File: src/rtl/windowed_multiset_aggregator_core_macros.svh
// Assertion macros for the multiset aggregator core.
// Included by the top level; no other dependencies.
`ifndef WINDOWED_MULTISET_AGGREGATOR_CORE_MACROS_SVH
`define WINDOWED_MULTISET_AGGREGATOR_CORE_MACROS_SVH

// Assert an implication on the clock, skipped in reset.
`define WMA_ASSERT_IMP(label, clk, rst_n, ante, cons) \
    label: assert property (@(posedge clk) disable iff (!rst_n) (ante) |-> (cons)) \
        else $error("assertion failed");

// Assert an implication checked in the cycle after the antecedent, skipped in reset.
`define WMA_ASSERT_NEXT(label, clk, rst_n, ante, cons) \
    label: assert property (@(posedge clk) disable iff (!rst_n) (ante) |=> (cons)) \
        else $error("assertion failed");

`endif

File: src/rtl/wma_pkg.sv
// Shared types and constants for the multiset aggregator core.
// No dependencies.
package wma_pkg;
    localparam int KEY_BITS   = 8;
    localparam int COUNT_BITS = 16;
    localparam int TABLE_SIZE = 1 << KEY_BITS;
    localparam int SUM_W      = 24;
    localparam int TCNT_W     = 16;
    localparam int DSUM_W     = 15;
    localparam int DCNT_W     = 9;
    localparam int MEAN_W     = 16;
    localparam int DIV_NUM_W  = SUM_W + 8;

    localparam logic REQ_INSERT  = 1'b0;
    localparam logic REQ_RETRACT = 1'b1;

    // Controller to datapath commands
    typedef struct packed {
        logic clr_step;    // clear one table row (sweep)
        logic capture;     // latch the item
        logic rd_issue;    // read the item's table row
        logic update;      // apply the update
        logic scan_init;   // start an extremes rescan
        logic scan_step;   // read one row of the rescan
        logic div_start;   // start both divisions
        logic div_step;    // one quotient bit each
        logic emit;        // present the result
    } t_cmd;

    typedef struct packed {
        logic clr_last;
        logic need_scan;
        logic scan_last;
        logic div_last;
    } t_stat;
endpackage

File: src/rtl/wma_ctrl.sv
// Controller state machine for the multiset aggregator core.
// Depends on wma_pkg.
module wma_ctrl (
    input  logic           i_clk,
    input  logic           i_rst_n,
    input  logic           i_start,
    output logic           o_busy,
    input  wma_pkg::t_stat i_stat,
    output wma_pkg::t_cmd  o_cmd
);
    import wma_pkg::*;

    typedef enum logic [7:0] {
        S_CLEAR = 8'b0000_0001,
        S_IDLE  = 8'b0000_0010,
        S_READ  = 8'b0000_0100,
        S_UPD   = 8'b0000_1000,
        S_SCAN  = 8'b0001_0000,
        S_DIVGO = 8'b0010_0000,
        S_DIV   = 8'b0100_0000,
        S_EMIT  = 8'b1000_0000
    } t_state;

    t_state r_state, n_state;

    // Advance state
    always_ff @(posedge i_clk) begin
        if (!i_rst_n) begin
            r_state <= S_CLEAR;
        end else begin
            r_state <= n_state;
        end
    end

    // Next state and commands
    always_comb begin
        n_state = r_state;
        o_cmd   = '0;
        case (r_state)
            S_CLEAR: begin
                o_cmd.clr_step = 1'b1;
                if (i_stat.clr_last) n_state = S_IDLE;
            end
            S_IDLE: begin
                if (i_start) begin
                    o_cmd.capture = 1'b1;
                    n_state = S_READ;
                end
            end
            S_READ: begin
                o_cmd.rd_issue = 1'b1;
                n_state = S_UPD;
            end
            S_UPD: begin
                o_cmd.update = 1'b1;
                if (i_stat.need_scan) begin
                    o_cmd.scan_init = 1'b1;
                    n_state = S_SCAN;
                end else begin
                    n_state = S_DIVGO;
                end
            end
            S_SCAN: begin
                o_cmd.scan_step = 1'b1;
                if (i_stat.scan_last) n_state = S_DIVGO;
            end
            S_DIVGO: begin
                o_cmd.div_start = 1'b1;
                n_state = S_DIV;
            end
            S_DIV: begin
                o_cmd.div_step = 1'b1;
                if (i_stat.div_last) n_state = S_EMIT;
            end
            S_EMIT: begin
                o_cmd.emit = 1'b1;
                n_state = S_IDLE;
            end
            default: n_state = S_CLEAR;
        endcase
    end

    assign o_busy = (r_state != S_IDLE);
endmodule

File: config.mk
export PLATFORM = sky130hd
export DESIGN_NAME = wma_ctrl
export DESIGN_NICKNAME = d
export VERILOG_FILES = /design/src/rtl/windowed_multiset_aggregator_core_macros.svh /design/src/rtl/wma_pkg.sv /design/src/rtl/wma_ctrl.sv
export SDC_FILE = /design/constraint.sdc
export NUM_CORES = 1
export LEC_CHECK = 0
export BUFFER_PORTS_ARGS = -buffer_cell sky130_fd_sc_hd__buf_2
export CAP_MARGIN = 20
export CORE_MARGIN = 1
export CORE_UTILIZATION = 35
export DETAILED_ROUTE_END_ITERATION = 6
export GPL_TIMING_DRIVEN = 0
export SLEW_MARGIN = 20
export SYNTH_ARGS = -nofsm -noshare
export SYNTH_HDL_FRONTEND = slang
export SYNTH_SLANG_ARGS = --single-unit
File: constraint.sdc
create_clock -name i_clk -period 1.7 [get_ports i_clk]
set_clock_uncertainty 0.05 [all_clocks]
set_input_delay 0.34 -clock i_clk [delete_from_list [all_inputs] [get_ports i_clk]]
set_output_delay 0.34 -clock i_clk [all_outputs]
set_load 0.01 [all_outputs]
; ---- Word level (Yosys, flattened, before mapping)
; Cells that the tools add are included.
[op_classes]
eq_ne = 13
mux = 16
reduce_logical = 1
[op_table]
columns = cell, n
row1 = case mux 8 bit (8 select lines), 1
row2 = two-way mux 8 bit, 4
row3 = two-way mux 1 bit, 9
row4 = == test 8 x 1 -> 1 bit (second input constant), 1
row5 = == test 8 x 2 -> 1 bit (second input constant), 1
row6 = == test 8 x 3 -> 1 bit (second input constant), 1
row7 = == test 8 x 4 -> 1 bit (second input constant), 1
row8 = == test 8 x 5 -> 1 bit (second input constant), 1
row9 = == test 8 x 6 -> 1 bit (second input constant), 1
row10 = == test 8 x 7 -> 1 bit (second input constant), 1
row11 = == test 8 bit (second input constant), 1
row12 = inequality test 2 bit (second input constant), 4
row13 = inequality test 8 x 2 -> 1 bit (second input constant), 1
row14 = two-way mux 6 bit, 1
row15 = AND reduction 4 bit, 1
row16 = two-way mux 2 bit, 1
[word_totals]
register_bits = 8
input_bits = 7
output_inout_bits = 10
word_cells = 31

; ---- Longest topological paths before layout
[logic_depth]
depth_word = 3
depth_mapped = 4
depth_no_buf = 4

; ---- Worst setup path before layout
; OpenSTA, ideal clock, no wires.
[synth_timing]
kind = flip-flop to output port
start = reg r_state[4]
end = out o_cmd[4] (netlist name)
t_arrival_ns = 1.146
slack_ns = 0.164
path_stages_with_launch = 4
path_buffers = 0
path_cell_list = dfxtp_1 > nor4_4 > and4b_4 > and2_4
[synth_lines]
columns = element, line
row1 = "start, declared", wma_ctrl.sv:24  ; t_state r_state, n_state;
row2 = "start signal, assigned", wma_ctrl.sv:31  ; r_state <= n_state;
row3 = "end, declared", wma_ctrl.sv:9  ; output wma_pkg::t_cmd o_cmd

==> impl_metrics.tcl <==
set metrics [dict create \
    ctsHoldBuffers 0 \
    cts-root-buf "clkbuf_4" \
    fin_tns_setup_ns -0.566 \
    syn_to_final_growth_pct 70.1 \
    ir_drop_uv 370 \
    first_pass_iters 4 \
    synth-seq-area-share_pct 34.5 \
    cts_tree "built" \
    synth_mux_area_share_pct 0 \
    status "finished, violations left" \
    synth-adder-area-share_pct 0 \
    yosysWarnings 0 \
    synth_cell_type_count 24 \
    clock-sinks 8 \
    drt.antenna.violating_nets 0 \
    period_minus_slack_ns 1.86 \
    fin_nets 92 \
    antenna_found_initial 0 \
    syn_area_um2 464 \
    tightest_slew_ns 0.308 \
    synth_nets 57 \
    regArea_um2 170 \
    die_w_um 38.4 \
    path_clk_slew_ns 0.06 \
    synth_top_area_share_pct 34.5 \
    synthXorXnorAreaFrac_pct 3.77 \
    p_per_area_mw_per_mm2 681 \
    port_buffers 16 \
    fillers 104 \
    cts_max_level 1 \
    cts_buffers 3 \
    synth_compound_area_share_pct 13.5 \
    synth_top_family_by_area "simple AND/OR/NAND/NOR gates" \
    worstPathMaxFanout 4 \
    maxCapViolCount 0 \
    fin_util_pct 67.4 \
    cp-end-kind "primary output" \
    synth-seq-cells 8 \
    crit_slowest_cell "dfxtp_4" \
    multi_input_area_um2 347 \
    dpl.cell_count 80 \
    place_congestion 0.749 \
    rows 12 \
    rsz0062_at_grt "yes" \
    crit_type "reg -> out" \
    vias_per_cell 5.24 \
    grt_max_degree 7 \
    die-height_um 38.4 \
    largest_register_ffs 8 \
    layout-drive-gt1-share_pct 62.7 \
    power.leakage_nw 0.386 \
    yosys.area.top_type "dfxtp_1" \
    crit_chain "nor4_4, nand2_1, nor3b_2, buf_2" \
    top_register "r_state" \
    clkLatencyLatePin_ns 0.25 \
    violations "setup timing" \
    slew_headroom_pct 79.4 \
    grt_pass1_vias 491 \
    ios 17 \
    cp.arrival_ns 1.47 \
    cp_top_family "simple AND/OR/NAND/NOR gates" \
    path_buf_inv 1 \
    grt-ovfl-total 0 \
    syn_area_per_cell_um2 9.28 \
    wire_per_inst_um 14.1 \
    hold_path_class "in -> reg" \
    die-area_mm2 0.00148 \
    hpwl_um 802 \
    reg.largest.list "r_state (8)" \
    diodes 0 \
    setup_violations 8 \
    drc 0 \
    drv_slew 0 \
    syn_inst 50 \
    crit_path_start_kind "register" \
    finalHoldViolations 0 \
    max_freq_mhz 536 \
    slowest_delay_ns 0.36 \
    clk_path_buf_depth 2 \
    grt_pass1_wl_um 2030 \
    num_vias 508 \
    initial_core_util_pct 39.6 \
    core_area_mm2 0.00117 \
    worst_slack_ns -0.164 \
    grt_use_total_pct 21.1 \
    timing.final.crit_share_pct 110 \
    drt_iter0_markers 6 \
    final_cells 97 \
    routed_wl_um 1370 \
    cp.required_ns 1.31 \
    yosys-top-cells-area "dfxtp_1 35%, nor4_4 9.2%, nor2_1 6.5%" \
    yosys.area_share.simple_pct 44.2 \
]
-- per-stage QoR --
step	hold WS (ns)	area (um^2)	total power, mW	setup slack, ns
3_3_place_gp	0.537	562	0.313	0.0157
5_1_grt	0.276	790	0.564	-0.242
3_5_place_dp	0.537	562	0.313	0.00355
6_report	0.279	790	0.538	-0.164
2_1_floorplan	0.408	464	0.282	0.164
4_1_cts	0.271	747	0.516	-0.150
-- cells in the final DEF (no fill, tap or decap), types with 3 or more instances in the layout --
cell type   n
buf_4      13
buf_6       5
dfxtp_2     5
buf_2      12
clkbuf_4    3
nor2_1      8
inv_1       5
-- power by group --
part,total [mW],internal [mW],switching [mW],leakage (nW)
Sequential,0.219,0.198,0.0215,0.0681
Combinational,0.171,0.101,0.0703,0.304
Clock,0.148,0.0810,0.0667,0.0138
Total,0.538,0.379,0.158,0.386
-- what timing repair did --
| action | in CTS | in global routing |
|---|---|---|
| buffers inserted | 14 | 1 |
| pin swaps | 10 | 2 |
| setup endpoints to repair | 10 | 13 |
| gates resized for setup | 15 | 8 |
-- cell usage after synthesis, drive strengths merged --
cell	count
a21oi	2
a31oi	1
and2	2
and4b	3
dfxtp	8
inv	5
nand2	2
nand2b	2
nand3	1
nand4b	2
nor2	8
nor3	1
nor3b	1
nor4	2
nor4b	2
nor4bb	1
o2111ai	1
o21a	2
o221ai	1
o31ai	1
xnor2	1
xor2	1
-- layer usage --
| layer | vias to the layer above | track usage (%) | routed length [um] |
|---|---|---|---|
| li1 | 253 | - | - |
| met1 | 244 | 23.8 | 596 |
| met2 | 11 | 34.7 | 721 |
| met3 | 0 | 5.81 | 51 |
| met4 | 0 | 12.9 | 0 |
| met5 | - | 0 | 0 |
-- cell families after synthesis --
| logic type | Yosys count |
|---|---|
| and+or+nand+nor | 27 |
| AOI/OAI and AO/OA | 8 |
| DFF | 8 |
| buffers and inverters | 5 |
| xor gates and xnor gates | 2 |
-- cell type report --
type | instances | share of cell area (%)
tap | 14 | 2.22
multi-input combinational | 37 | 43.9
timing repair buffer | 30 | 27.1
clock buffer | 3 | 2.85
inverter | 5 | 2.38
sequential | 8 | 21.6
-- path summary, 6_finish.rpt --
path	start	end	slack, ns	cells past startpoint
worst min register to register	r_state[6]	r_state[7]	0.65	3
worst min-delay path	i_rst_n	r_state[4]	0.28	2
worst max-delay path	r_state[3]	o_cmd[2]	-0.16	4
worst max register to register	r_state[7]	r_state[1]	0.05	8
Power figures use the tool's default switching activity.
